==> config.mk <==
export PLATFORM = sky130hd
export DESIGN_NAME = utf8_to_utf16_transcoder_top
export DESIGN_NICKNAME = d
export VERILOG_FILES = /design/src/rtl/u8u16_pkg.sv /design/src/rtl/utf8_to_utf16_transcoder_top.sv /design/src/rtl/u8u16_front.sv /design/src/rtl/u8u16_fifo.sv /design/src/rtl/u8u16_back.sv
export SDC_FILE = /design/constraint.sdc
export NUM_CORES = 1
export LEC_CHECK = 0
export ABC_AREA = 1
export BUFFER_PORTS_ARGS = -buffer_cell sky130_fd_sc_hd__buf_2
export CAP_MARGIN = 20
export CORE_ASPECT_RATIO = 0.6
export CORE_UTILIZATION = 40
export CTS_CLUSTER_DIAMETER = 150
export DETAILED_ROUTE_END_ITERATION = 8
export PLACE_DENSITY = 0.67
export RECOVER_POWER = 25
export SYNTH_ARGS = -nofsm -noshare
export SYNTH_HDL_FRONTEND = slang
export SYNTH_SLANG_ARGS = --single-unit
==> constraint.sdc <==
create_clock -name aclk -period 3.55 [get_ports aclk]
set_clock_uncertainty 0.05 [all_clocks]
set_input_delay 0.355 -clock aclk [delete_from_list [all_inputs] [get_ports aclk]]
set_output_delay 0.355 -clock aclk [all_outputs]
set_load 0.03 [all_outputs]
==> src/rtl/u8u16_pkg.sv <==
// Shared types and constants for the UTF-8 to UTF-16 transcoder.
// Used by the front decoder, the job queue and the back emitter.
`timescale 1ns / 1ps

package u8u16_pkg;

    localparam int BYTE_W  = 8;
    localparam int UNIT_W  = 16;
    localparam int PEND_W  = 3;
    localparam int POINT_W = 31;

    localparam logic [POINT_W-1:0] SUPP_BASE = POINT_W'(32'h0001_0000);
    localparam logic [UNIT_W-1:0]  HI_SURR   = 16'hD800;
    localparam logic [5:0]         LO_SURR   = 6'b110111;  // 0xDC00 >> 10

    // Up to two code units produced by one input byte.
    typedef struct packed {
        logic              two;
        logic [UNIT_W-1:0] unit0;
        logic              bad0;
        logic [UNIT_W-1:0] unit1;
        logic              bad1;
    } job_t;

endpackage

==> src/rtl/utf8_to_utf16_transcoder_top.sv <==
// UTF-8 to UTF-16 transcoder, top level.
// Instantiates u8u16_front, u8u16_fifo and u8u16_back; depends on u8u16_pkg.
//
// Usage:
//   Input stream: one byte per word on s_tdata; s_tlast marks end of stream,
//   which flushes an unfinished sequence as its lead byte flagged bad (byte
//   value ignored on that word).
//   Output stream: one UTF-16 code unit per word on m_tdata; m_tuser flags a
//   raw byte from an illegal sequence; m_tlast marks the last word caused by
//   one input word. An input word yields zero, one or two output words.
//   A byte's job is registered in the job queue, then in the output
//   register. Throughput: one byte per cycle in while the queue has room.
//   Out: one word per cycle, so two-unit words (surrogate pairs, broken
//   sequences) take longer; the FIFO_DEPTH-entry job queue absorbs it.
//   When the receiver stalls, the output register holds its word and the
//   queue fills; s_tready drops only when the queue is full.
//   Reset (aresetn low, synchronous) closes any open sequence, empties the
//   queue and drops m_tvalid.
`timescale 1ns / 1ps

module utf8_to_utf16_transcoder_top
    import u8u16_pkg::*;
#(
    parameter int FIFO_DEPTH = 4
) (
    input  logic              aclk,
    input  logic              aresetn,
    input  logic              s_tvalid,
    output logic              s_tready,
    input  logic [BYTE_W-1:0] s_tdata,   // [7:0] byte_value
    input  logic              s_tlast,   // end_of_data
    output logic              m_tvalid,
    input  logic              m_tready,
    output logic [UNIT_W-1:0] m_tdata,   // [15:0] code_unit
    output logic              m_tuser,   // [0] bad_sequence
    output logic              m_tlast    // last_of_run
);

    logic in_fire;
    logic job_valid;
    job_t job;
    logic full;
    logic empty;
    logic pop;
    job_t head;

    assign s_tready = !full;
    assign in_fire  = s_tvalid && !full;

    u8u16_front u_front (
        .aclk      (aclk),
        .aresetn   (aresetn),
        .in_fire   (in_fire),
        .in_byte   (s_tdata),
        .in_end    (s_tlast),
        .job_valid (job_valid),
        .job       (job)
    );

    u8u16_fifo #(
        .DEPTH (FIFO_DEPTH)
    ) u_fifo (
        .aclk     (aclk),
        .aresetn  (aresetn),
        .push     (job_valid),
        .push_job (job),
        .full     (full),
        .pop      (pop),
        .empty    (empty),
        .head     (head)
    );

    u8u16_back u_back (
        .aclk     (aclk),
        .aresetn  (aresetn),
        .empty    (empty),
        .head     (head),
        .pop      (pop),
        .m_tvalid (m_tvalid),
        .m_tready (m_tready),
        .m_tdata  (m_tdata),
        .m_tuser  (m_tuser),
        .m_tlast  (m_tlast)
    );

endmodule

==> src/rtl/u8u16_front.sv <==
// Front end: takes bytes, tracks the open UTF-8 sequence and builds output jobs.
// Depends on u8u16_pkg.
`timescale 1ns / 1ps

module u8u16_front
    import u8u16_pkg::*;
(
    input  logic              aclk,
    input  logic              aresetn,
    input  logic              in_fire,
    input  logic [BYTE_W-1:0] in_byte,
    input  logic              in_end,
    output logic              job_valid,
    output job_t              job
);

    logic [PEND_W-1:0]  pend_reg, pend_next;
    logic [POINT_W-1:0] point_reg, point_next;
    logic [BYTE_W-1:0]  lead_reg, lead_next;

    logic               is_cont;
    logic               f_emit;
    logic               f_bad;
    logic [PEND_W-1:0]  f_pend;
    logic [POINT_W-1:0] f_point;
    logic [POINT_W-1:0] grown;
    logic [POINT_W-1:0] offs;
    logic [UNIT_W-1:0]  hi_unit;
    logic [UNIT_W-1:0]  lo_unit;

    assign is_cont = (in_byte[7:6] == 2'b10);

    // Classification of a byte taken with no sequence open.
    always_comb begin
        f_emit  = 1'b0;
        f_bad   = 1'b0;
        f_pend  = '0;
        f_point = '0;
        if (!in_byte[7]) begin
            f_emit = 1'b1;
        end else if (is_cont || in_byte[7:1] == 7'b1111111) begin
            f_emit = 1'b1;
            f_bad  = 1'b1;
        end else if (in_byte[7:5] == 3'b110) begin
            f_pend  = PEND_W'(1);
            f_point = POINT_W'(in_byte[4:0]);
        end else if (in_byte[7:4] == 4'b1110) begin
            f_pend  = PEND_W'(2);
            f_point = POINT_W'(in_byte[3:0]);
        end else if (in_byte[7:3] == 5'b11110) begin
            f_pend  = PEND_W'(3);
            f_point = POINT_W'(in_byte[2:0]);
        end else if (in_byte[7:2] == 6'b111110) begin
            f_pend  = PEND_W'(4);
            f_point = POINT_W'(in_byte[1:0]);
        end else begin
            f_pend  = PEND_W'(5);
            f_point = POINT_W'(in_byte[0]);
        end
    end

    assign grown   = {point_reg[POINT_W-7:0], in_byte[5:0]};
    assign offs    = grown - SUPP_BASE;
    assign hi_unit = HI_SURR + offs[25:10];
    assign lo_unit = {LO_SURR, offs[9:0]};

    always_comb begin
        pend_next  = pend_reg;
        point_next = point_reg;
        lead_next  = lead_reg;
        job_valid  = 1'b0;
        job        = '0;
        if (in_fire) begin
            if (in_end) begin
                if (pend_reg != '0) begin
                    job_valid = 1'b1;
                    job.unit0 = UNIT_W'(lead_reg);
                    job.bad0  = 1'b1;
                end
                pend_next  = '0;
                point_next = '0;
                lead_next  = '0;
            end else if (pend_reg != '0 && is_cont) begin
                pend_next  = pend_reg - PEND_W'(1);
                point_next = grown;
                if (pend_reg == PEND_W'(1)) begin
                    job_valid  = 1'b1;
                    point_next = '0;
                    lead_next  = '0;
                    if (grown < SUPP_BASE) begin
                        job.unit0 = grown[UNIT_W-1:0];
                    end else begin
                        job.two   = 1'b1;
                        job.unit0 = hi_unit;
                        job.unit1 = lo_unit;
                    end
                end
            end else if (pend_reg != '0) begin
                // broken sequence: lead byte out flagged, then the byte as fresh
                job_valid  = 1'b1;
                job.unit0  = UNIT_W'(lead_reg);
                job.bad0   = 1'b1;
                job.two    = f_emit;
                job.unit1  = UNIT_W'(in_byte);
                job.bad1   = f_bad;
                pend_next  = f_pend;
                point_next = f_emit ? '0 : f_point;
                lead_next  = f_emit ? '0 : in_byte;
            end else begin
                job_valid = f_emit;
                job.unit0 = UNIT_W'(in_byte);
                job.bad0  = f_bad;
                if (!f_emit) begin
                    pend_next  = f_pend;
                    point_next = f_point;
                    lead_next  = in_byte;
                end
            end
        end
    end

    always_ff @(posedge aclk) begin
        if (!aresetn) begin
            pend_reg  <= '0;
            point_reg <= '0;
            lead_reg  <= '0;
        end else begin
            pend_reg  <= pend_next;
            point_reg <= point_next;
            lead_reg  <= lead_next;
        end
    end

endmodule

==> src/rtl/u8u16_fifo.sv <==
// Short job queue between the front decoder and the back emitter.
// Depends on u8u16_pkg for the job type.
`timescale 1ns / 1ps

module u8u16_fifo
    import u8u16_pkg::*;
#(
    parameter int DEPTH = 4
) (
    input  logic aclk,
    input  logic aresetn,
    input  logic push,
    input  job_t push_job,
    output logic full,
    input  logic pop,
    output logic empty,
    output job_t head
);

    localparam int PTR_W = (DEPTH > 1) ? $clog2(DEPTH) : 1;
    localparam int CNT_W = $clog2(DEPTH + 1);
    localparam logic [PTR_W-1:0] LAST_PTR = PTR_W'(DEPTH - 1);

    job_t             slots [DEPTH];
    logic [PTR_W-1:0] wr_reg, wr_next;
    logic [PTR_W-1:0] rd_reg, rd_next;
    logic [CNT_W-1:0] cnt_reg, cnt_next;

    assign full  = (cnt_reg == CNT_W'(DEPTH));
    assign empty = (cnt_reg == '0);
    assign head  = slots[rd_reg];

    always_comb begin
        wr_next  = wr_reg;
        rd_next  = rd_reg;
        cnt_next = cnt_reg;
        if (push) begin
            wr_next = (wr_reg == LAST_PTR) ? '0 : wr_reg + PTR_W'(1);
        end
        if (pop) begin
            rd_next = (rd_reg == LAST_PTR) ? '0 : rd_reg + PTR_W'(1);
        end
        if (push && !pop) begin
            cnt_next = cnt_reg + CNT_W'(1);
        end else if (pop && !push) begin
            cnt_next = cnt_reg - CNT_W'(1);
        end
    end

    always_ff @(posedge aclk) begin
        if (push) begin
            slots[wr_reg] <= push_job;
        end
    end

    always_ff @(posedge aclk) begin
        if (!aresetn) begin
            wr_reg  <= '0;
            rd_reg  <= '0;
            cnt_reg <= '0;
        end else begin
            wr_reg  <= wr_next;
            rd_reg  <= rd_next;
            cnt_reg <= cnt_next;
        end
    end

endmodule

==> src/rtl/u8u16_back.sv <==
// Back end: takes jobs from the queue and sends their code units out one word
// at a time through an output register. Depends on u8u16_pkg.
`timescale 1ns / 1ps

module u8u16_back
    import u8u16_pkg::*;
(
    input  logic              aclk,
    input  logic              aresetn,
    input  logic              empty,
    input  job_t              head,
    output logic              pop,
    output logic              m_tvalid,
    input  logic              m_tready,
    output logic [UNIT_W-1:0] m_tdata,
    output logic              m_tuser,
    output logic              m_tlast
);

    logic              valid_reg, valid_next;
    logic              sel_reg, sel_next;
    logic [UNIT_W-1:0] data_reg, data_next;
    logic              bad_reg, bad_next;
    logic              last_reg, last_next;
    logic              load;
    logic              final_unit;

    assign load       = !empty && (!valid_reg || m_tready);
    assign final_unit = sel_reg || !head.two;
    assign pop        = load && final_unit;

    always_comb begin
        valid_next = valid_reg;
        sel_next   = sel_reg;
        data_next  = data_reg;
        bad_next   = bad_reg;
        last_next  = last_reg;
        if (load) begin
            valid_next = 1'b1;
            data_next  = sel_reg ? head.unit1 : head.unit0;
            bad_next   = sel_reg ? head.bad1 : head.bad0;
            last_next  = final_unit;
            sel_next   = !final_unit;
        end else if (m_tready) begin
            valid_next = 1'b0;
        end
    end

    always_ff @(posedge aclk) begin
        if (!aresetn) begin
            valid_reg <= 1'b0;
            sel_reg   <= 1'b0;
        end else begin
            valid_reg <= valid_next;
            sel_reg   <= sel_next;
        end
    end

    always_ff @(posedge aclk) begin
        data_reg <= data_next;
        bad_reg  <= bad_next;
        last_reg <= last_next;
    end

    assign m_tvalid = valid_reg;
    assign m_tdata  = data_reg;
    assign m_tuser  = bad_reg;
    assign m_tlast  = last_reg;

endmodule
# Word-level counts from Yosys, hierarchy flattened
# Memories as Yosys holds them, arrays and structs flattened. A register that Yosys moved wholly into a read port is not among the register bits.
# Cells that the tools add are included.
# W data, S select, Z words.
# totals
reg_bits	63
ramBits	140
n_memories	1
# memory_table
memory	words	word_bits	rd	rd_ports_with_merged_regs	wr	line_no	text
u_fifo.slots	4	35	1	1	1	u8u16_fifo.sv:24	job_t slots [DEPTH];
# classes
n_addsub	7
reduce_logical	22
muxes	66
order_cmp	1
eq_ne	12
# ops
operator	n
$mux W25	10
$mux W16	5
$mux W17	4
$mux W8	6
$mux W3	12
$mux W35	1
$lt A31 B17 Y1 const B	1
$mux W9	3
$sub A26 B17 Y26 const B	1
$mux W1	20
$add A16 B16 Y16 const A	1
$mux W2	5
$eq A7 B7 Y1 const B	1
$logic_not A1 Y1	7
$eq A2 B2 Y1 const B	3
$eq A3 B3 Y1 const B	2
$eq A6 B6 Y1 const B	1
$logic_and A1 B1 Y1	6
$sub A3 B1 Y3 const B	2
$eq A5 B5 Y1 const B	1
$add A2 B1 Y2 const B	2
$eq A4 B4 Y1 const B	1
$ne A4 B4 Y1 const B	1
$reduce_bool A2 Y1	2
8 further kinds	10

# Logic depth before layout (Yosys ltp)
# depth
ltp_word	12
ltp_mapped	15

# Modules after synthesis
# A second synthesis with hierarchy kept.
# hier_totals
hier_cells	920
area_unflattened_um2	9207.6
# by_module_without_submodules
module	cells_per_inst	instances	seq_area_each_um2	area_each_um2
u8u16_fifo	397	1	4384.2	5651.7
u8u16_front	433	1	720.7	2660.1
u8u16_back	87	1	580.6	882.1
utf8_to_utf16_transcoder_top	3	1	0.0	13.8

# Least setup slack after synthesis
# Ideal clock, no wire load.
# synth_timing
path_type	register to register
start	register u_front.pend_reg[0]
end	memory u_fifo.slots[0][0] (netlist bit), enable pin
slack_ps	575
path_stages_with_launch	10
t_arrival_ps	2508
period_less_slack_ps	2975
path_cell_list	dfxtp_1 -> inv_1 -> ha_1 -> nand2_4 -> nand3_2 -> nor2_2 -> nand2_1 -> buf_6 -> nand3_2 -> nor2_1
# synth_via
elab_chain_len	7
# synth_lines
element	line_no	text
from (decl)	u8u16_front.sv:17	logic [PEND_W-1:0] pend_reg, pend_next;
from (signal assigned)	u8u16_front.sv:128	pend_reg <= pend_next;
$eq A3 B1 Y1 or $reduce_bool A3 Y1 (tied branches)	-	
$mux W1 (tied with other cells)	u8u16_front.sv:86	if (pend_reg == PEND_W'(1)) begin
$mux W1	u8u16_front.sv:83	end else if (pend_reg != '0 && is_cont) begin
$mux W1 *	u8u16_front.sv:74	if (in_end) begin
$mux W1 *	u8u16_front.sv:73	if (in_fire) begin
$mux W1 *	u8u16_fifo.sv:51	if (push) begin
$mux W1 (not written as such) *	u8u16_fifo.sv:52	slots[wr_reg] <= push_job;
to (decl)	u8u16_fifo.sv:24	
# Every way passes the cells marked *; elsewhere a longest branch is shown, timed or not.

==> reports/results.tsv <==
stage	metric	value	unit
status	outcome	finished, final reports clean	
drt	drt_iter0_markers	463	
sta	tightest_slew	1.329	ns
place	hpwl	13390	microns
power_and_ir_drop	peakVddDrop	414.0	uV
critical_path	critPathRequiredTime	3.66	ns
clock_tree	cts.sinks	185	
drt	vias_per_cell	5.262	
critical_path	cp_common_cell	nor2_1	
logic_synthesis	ys_types	37	
clock_tree	clkLatencyLatePin	0.43	ns
critical_path	rr_startpoint	u_front.pend_reg[0]	
floorplanning	rows	40	
logic_synthesis	yosysWarnings	0	
logic_synthesis	syn_area_per_cell	9.868	sq um
sta	setup_violations	0	
sta	setup_tns	0	ns
drt	wl_per_cell	17.33	microns
logic_synthesis	netlist_area	8378	sq um
floorplanning	die_h	114.1	microns
clock_tree	cts_hold_buffers	0	
hold_path	hold_end	u_front.point_reg[0]	
sta	rsz0062_at_grt	false	
clock_tree	h-tree-depth	4	
place	port_buffers	32	
critical_path	cp_slowest_cell	nor2_1	
sta	fmax	324.7	MHz
place	gp_congestion	0.9609	
logic_synthesis	postSynthCellCount	849	
power_and_ir_drop	p_leak	3.367	nW
sta	timing.final.crit_share	0.8676	
layout	area_growth	10.65	%
grt	grt_max_degree	37	
grt	grt.overflow.total	0	
clock_tree	cts-root-buf	clkbuf_16	
sta	relSlewSlack	0.1139	
sta	slew_viol_final	0	
clock_tree	cts_tree	yes	
critical_path	worstSetupEndpointType	register	
place	pre_cts_ws	0.7026	ns
drt	ant_nets	0	
sta	finalHoldViolations	0	
logic_synthesis	synthesis.nets	874	
layout	largest_reg_flops	120	
layout	drive_gt1_frac	0.1191	
floorplanning	num_io_pins	33	
critical_path	r2r_end	u_fifo.slots[3][29]	
sta	setup_ws	0.4700	ns
logic_synthesis	yosys-top-cells-area	edfxtp_1, dfxtp_1, nor2_1	
logic_synthesis	synth_top_cell_area_share	0.4946	
sta	min_period	3.080	ns
drt	vias	6120	
grt	grt_pass1_wl	32020	microns
logic_synthesis	ys_ff_latch	185	
power_and_ir_drop	power_density	753.1	nW/um^2
power_and_ir_drop	total_power	6.981	mW
drt	drtPass1Iterations	6	
grt	grt_use_total	0.1965	
critical_path	max_stage_delay	0.47	ns
clock_tree	cts_setup_buffers	0	
logic_synthesis	yosysSeqAreaShare	0.6069	
floorplanning	chipWidth	188.8	microns
floorplanning	fp.dieArea	21550	sq um
clock_tree	numCtsBuffers	17	
logic_synthesis	yosys.area.top_type	edfxtp_1	
layout	regArea	5085	sq um
critical_path	critPathMaxFanout	12	
floorplanning	initial_core_util	0.4133	
critical_path	rrSetupSlack	0.47	ns
flow_run	cap_violations	0	
grt	antenna_found_initial	0	
critical_path	worst-setup-path-type	register to register	
critical_path	reg2regPathDepth	9	
hold_path	holdCritPathClass	primary input to register	
grt	grt_pass1_vias	5577	
critical_path	startpoint_type	register	
hold_path	min_delay_path_depth	5	
floorplanning	core_area	20270	sq um
layout	multi_input_area	2816	sq um
clock_tree	cts_max_path_buffers	2	
hold_path	hold_start	s_tdata[0]	
layout	insertedDiodeCount	0	
layout	fin_nets	903	
clock_tree	cts.repair.resized	0	
drt	drt-total-wl	20160	microns
clock_tree	clk_pin_slew_worst_paths	0.07	ns
critical_path	worstPathArrival	3.19	ns
layout	nFillCells	1911	
drt	drc	0	
critical_path	path_cells	inv_1 -> ha_1 -> inv_1 -> nor2_1 -> nor2_1 -> nand2_1 -> nor2_1 -> o21ai_0 -> a31oi_1	
[synth_stat cells (all sizes together)]
cell and n:
edfxtp 138, a221o 5, dfxtp 47, xnor2 1, nand3 34, a31oi 22
xor2 1, o211ai 4, clkinv 2, a32oi 1, fa 1, nor3 4
o22ai 13, nor2 158, buf 21, o21ai 102, nand2 133, ha 11
a21oi 68, clkbuf 18, nand4 1, or2 2, inv 62
[per-stage QoR]
| stage | utilization | cell area, sq um | cells | hold WS, ns |
|---|---|---|---|---|
| floorplan | - | 8378 | 849 | 0.3953 |
| finish | 0.4573 | 9270 | 1163 | 0.2575 |
| global route | 0.4573 | 9270 | 1163 | 0.2936 |
| CTS | 0.4610 | 9344 | 1163 | 0.2395 |
| detailed placement | 0.4344 | 8806 | 1132 | 0.4162 |
| global placement | 0.4344 | 8806 | 1132 | 0.4054 |
[metal layers]
layer | global-route usage | vias to the layer above | share of wire
met5 | 0 | - | 0
met4 | 0.04516 | 0 | 0.0091
met3 | 0.04812 | 18 | 0.079
met2 | 0.2713 | 225 | 0.41
met1 | 0.3060 | 2884 | 0.50
li1 | - | 2993 | -
[cells by family (layout without fill, tap and decap cells)]
group                    Yosys count  count (layout)  share of synthesized area
AND/OR/NAND/NOR                  332             332                     0.1705
XOR/XNOR                           2               2                   0.002091
adder cells (fa/ha/maj)           12              12                    0.01882
buffers and inverters            103             144                    0.05481
flip-flops                       185             185                     0.6069
AO/OA/AOI/OAI                    215             215                     0.1468
[worst max-delay path by stage]
| stage | slack, ns | to | from | cells after the start |
|---|---|---|---|---|
| 3_5_place_dp | 0.70 | u_fifo.cnt_reg[2] | u_front.pend_reg[0] | 15 |
| 5_1_grt | 0.25 | u_fifo.slots[3][29] | u_front.pend_reg[0] | 9 |
| 4_1_cts | 0.68 | u_fifo.cnt_reg[2] | u_front.pend_reg[0] | 15 |
| 2_1_floorplan | 0.58 | u_fifo.slots[0][0] | u_front.pend_reg[0] | 9 |
| 6_report | 0.47 | u_fifo.slots[3][29] | u_front.pend_reg[0] | 9 |
| 3_3_place_gp | 0.80 | u_fifo.cnt_reg[2] | u_front.pend_reg[0] | 15 |
[final cells by class]
| cell class | instances | share of cell area |
|---|---|---|
| flip-flops and latches | 185 | 0.5485 |
| multi-input cells | 561 | 0.3038 |
| well taps | 273 | 0.03685 |
| clock buffers | 20 | 0.04710 |
| clock inverters | 11 | 0.01093 |
| repair buffers | 49 | 0.02686 |
| inverters | 64 | 0.02591 |
[power by group]
part | total, mW | internal, mW | switching, mW
Clock | 1.76 | 0.963 | 0.796
Sequential | 2.94 | 2.76 | 0.178
Combinational | 2.29 | 0.624 | 1.66
[critical path: cells and delay by family, from the launching register on]
family          cells  cell delay, ns
simple gates        4            1.26
flops               1            0.38
compound gates      2            0.73
buf+inv             2            0.15
fa+ha+maj           1            0.24
[placed cells by master (no fill, tap or decap), types with 22 or more instances in the layout]
cell,n
nor2_1,152
edfxtp_1,138
nand2_1,112
o21ai_0,96
inv_1,59
a21oi_1,50
dfxtp_1,47
nand3_1,32
clkbuf_1,26
a31oi_1,22
(Power assumes the default switching activity.)
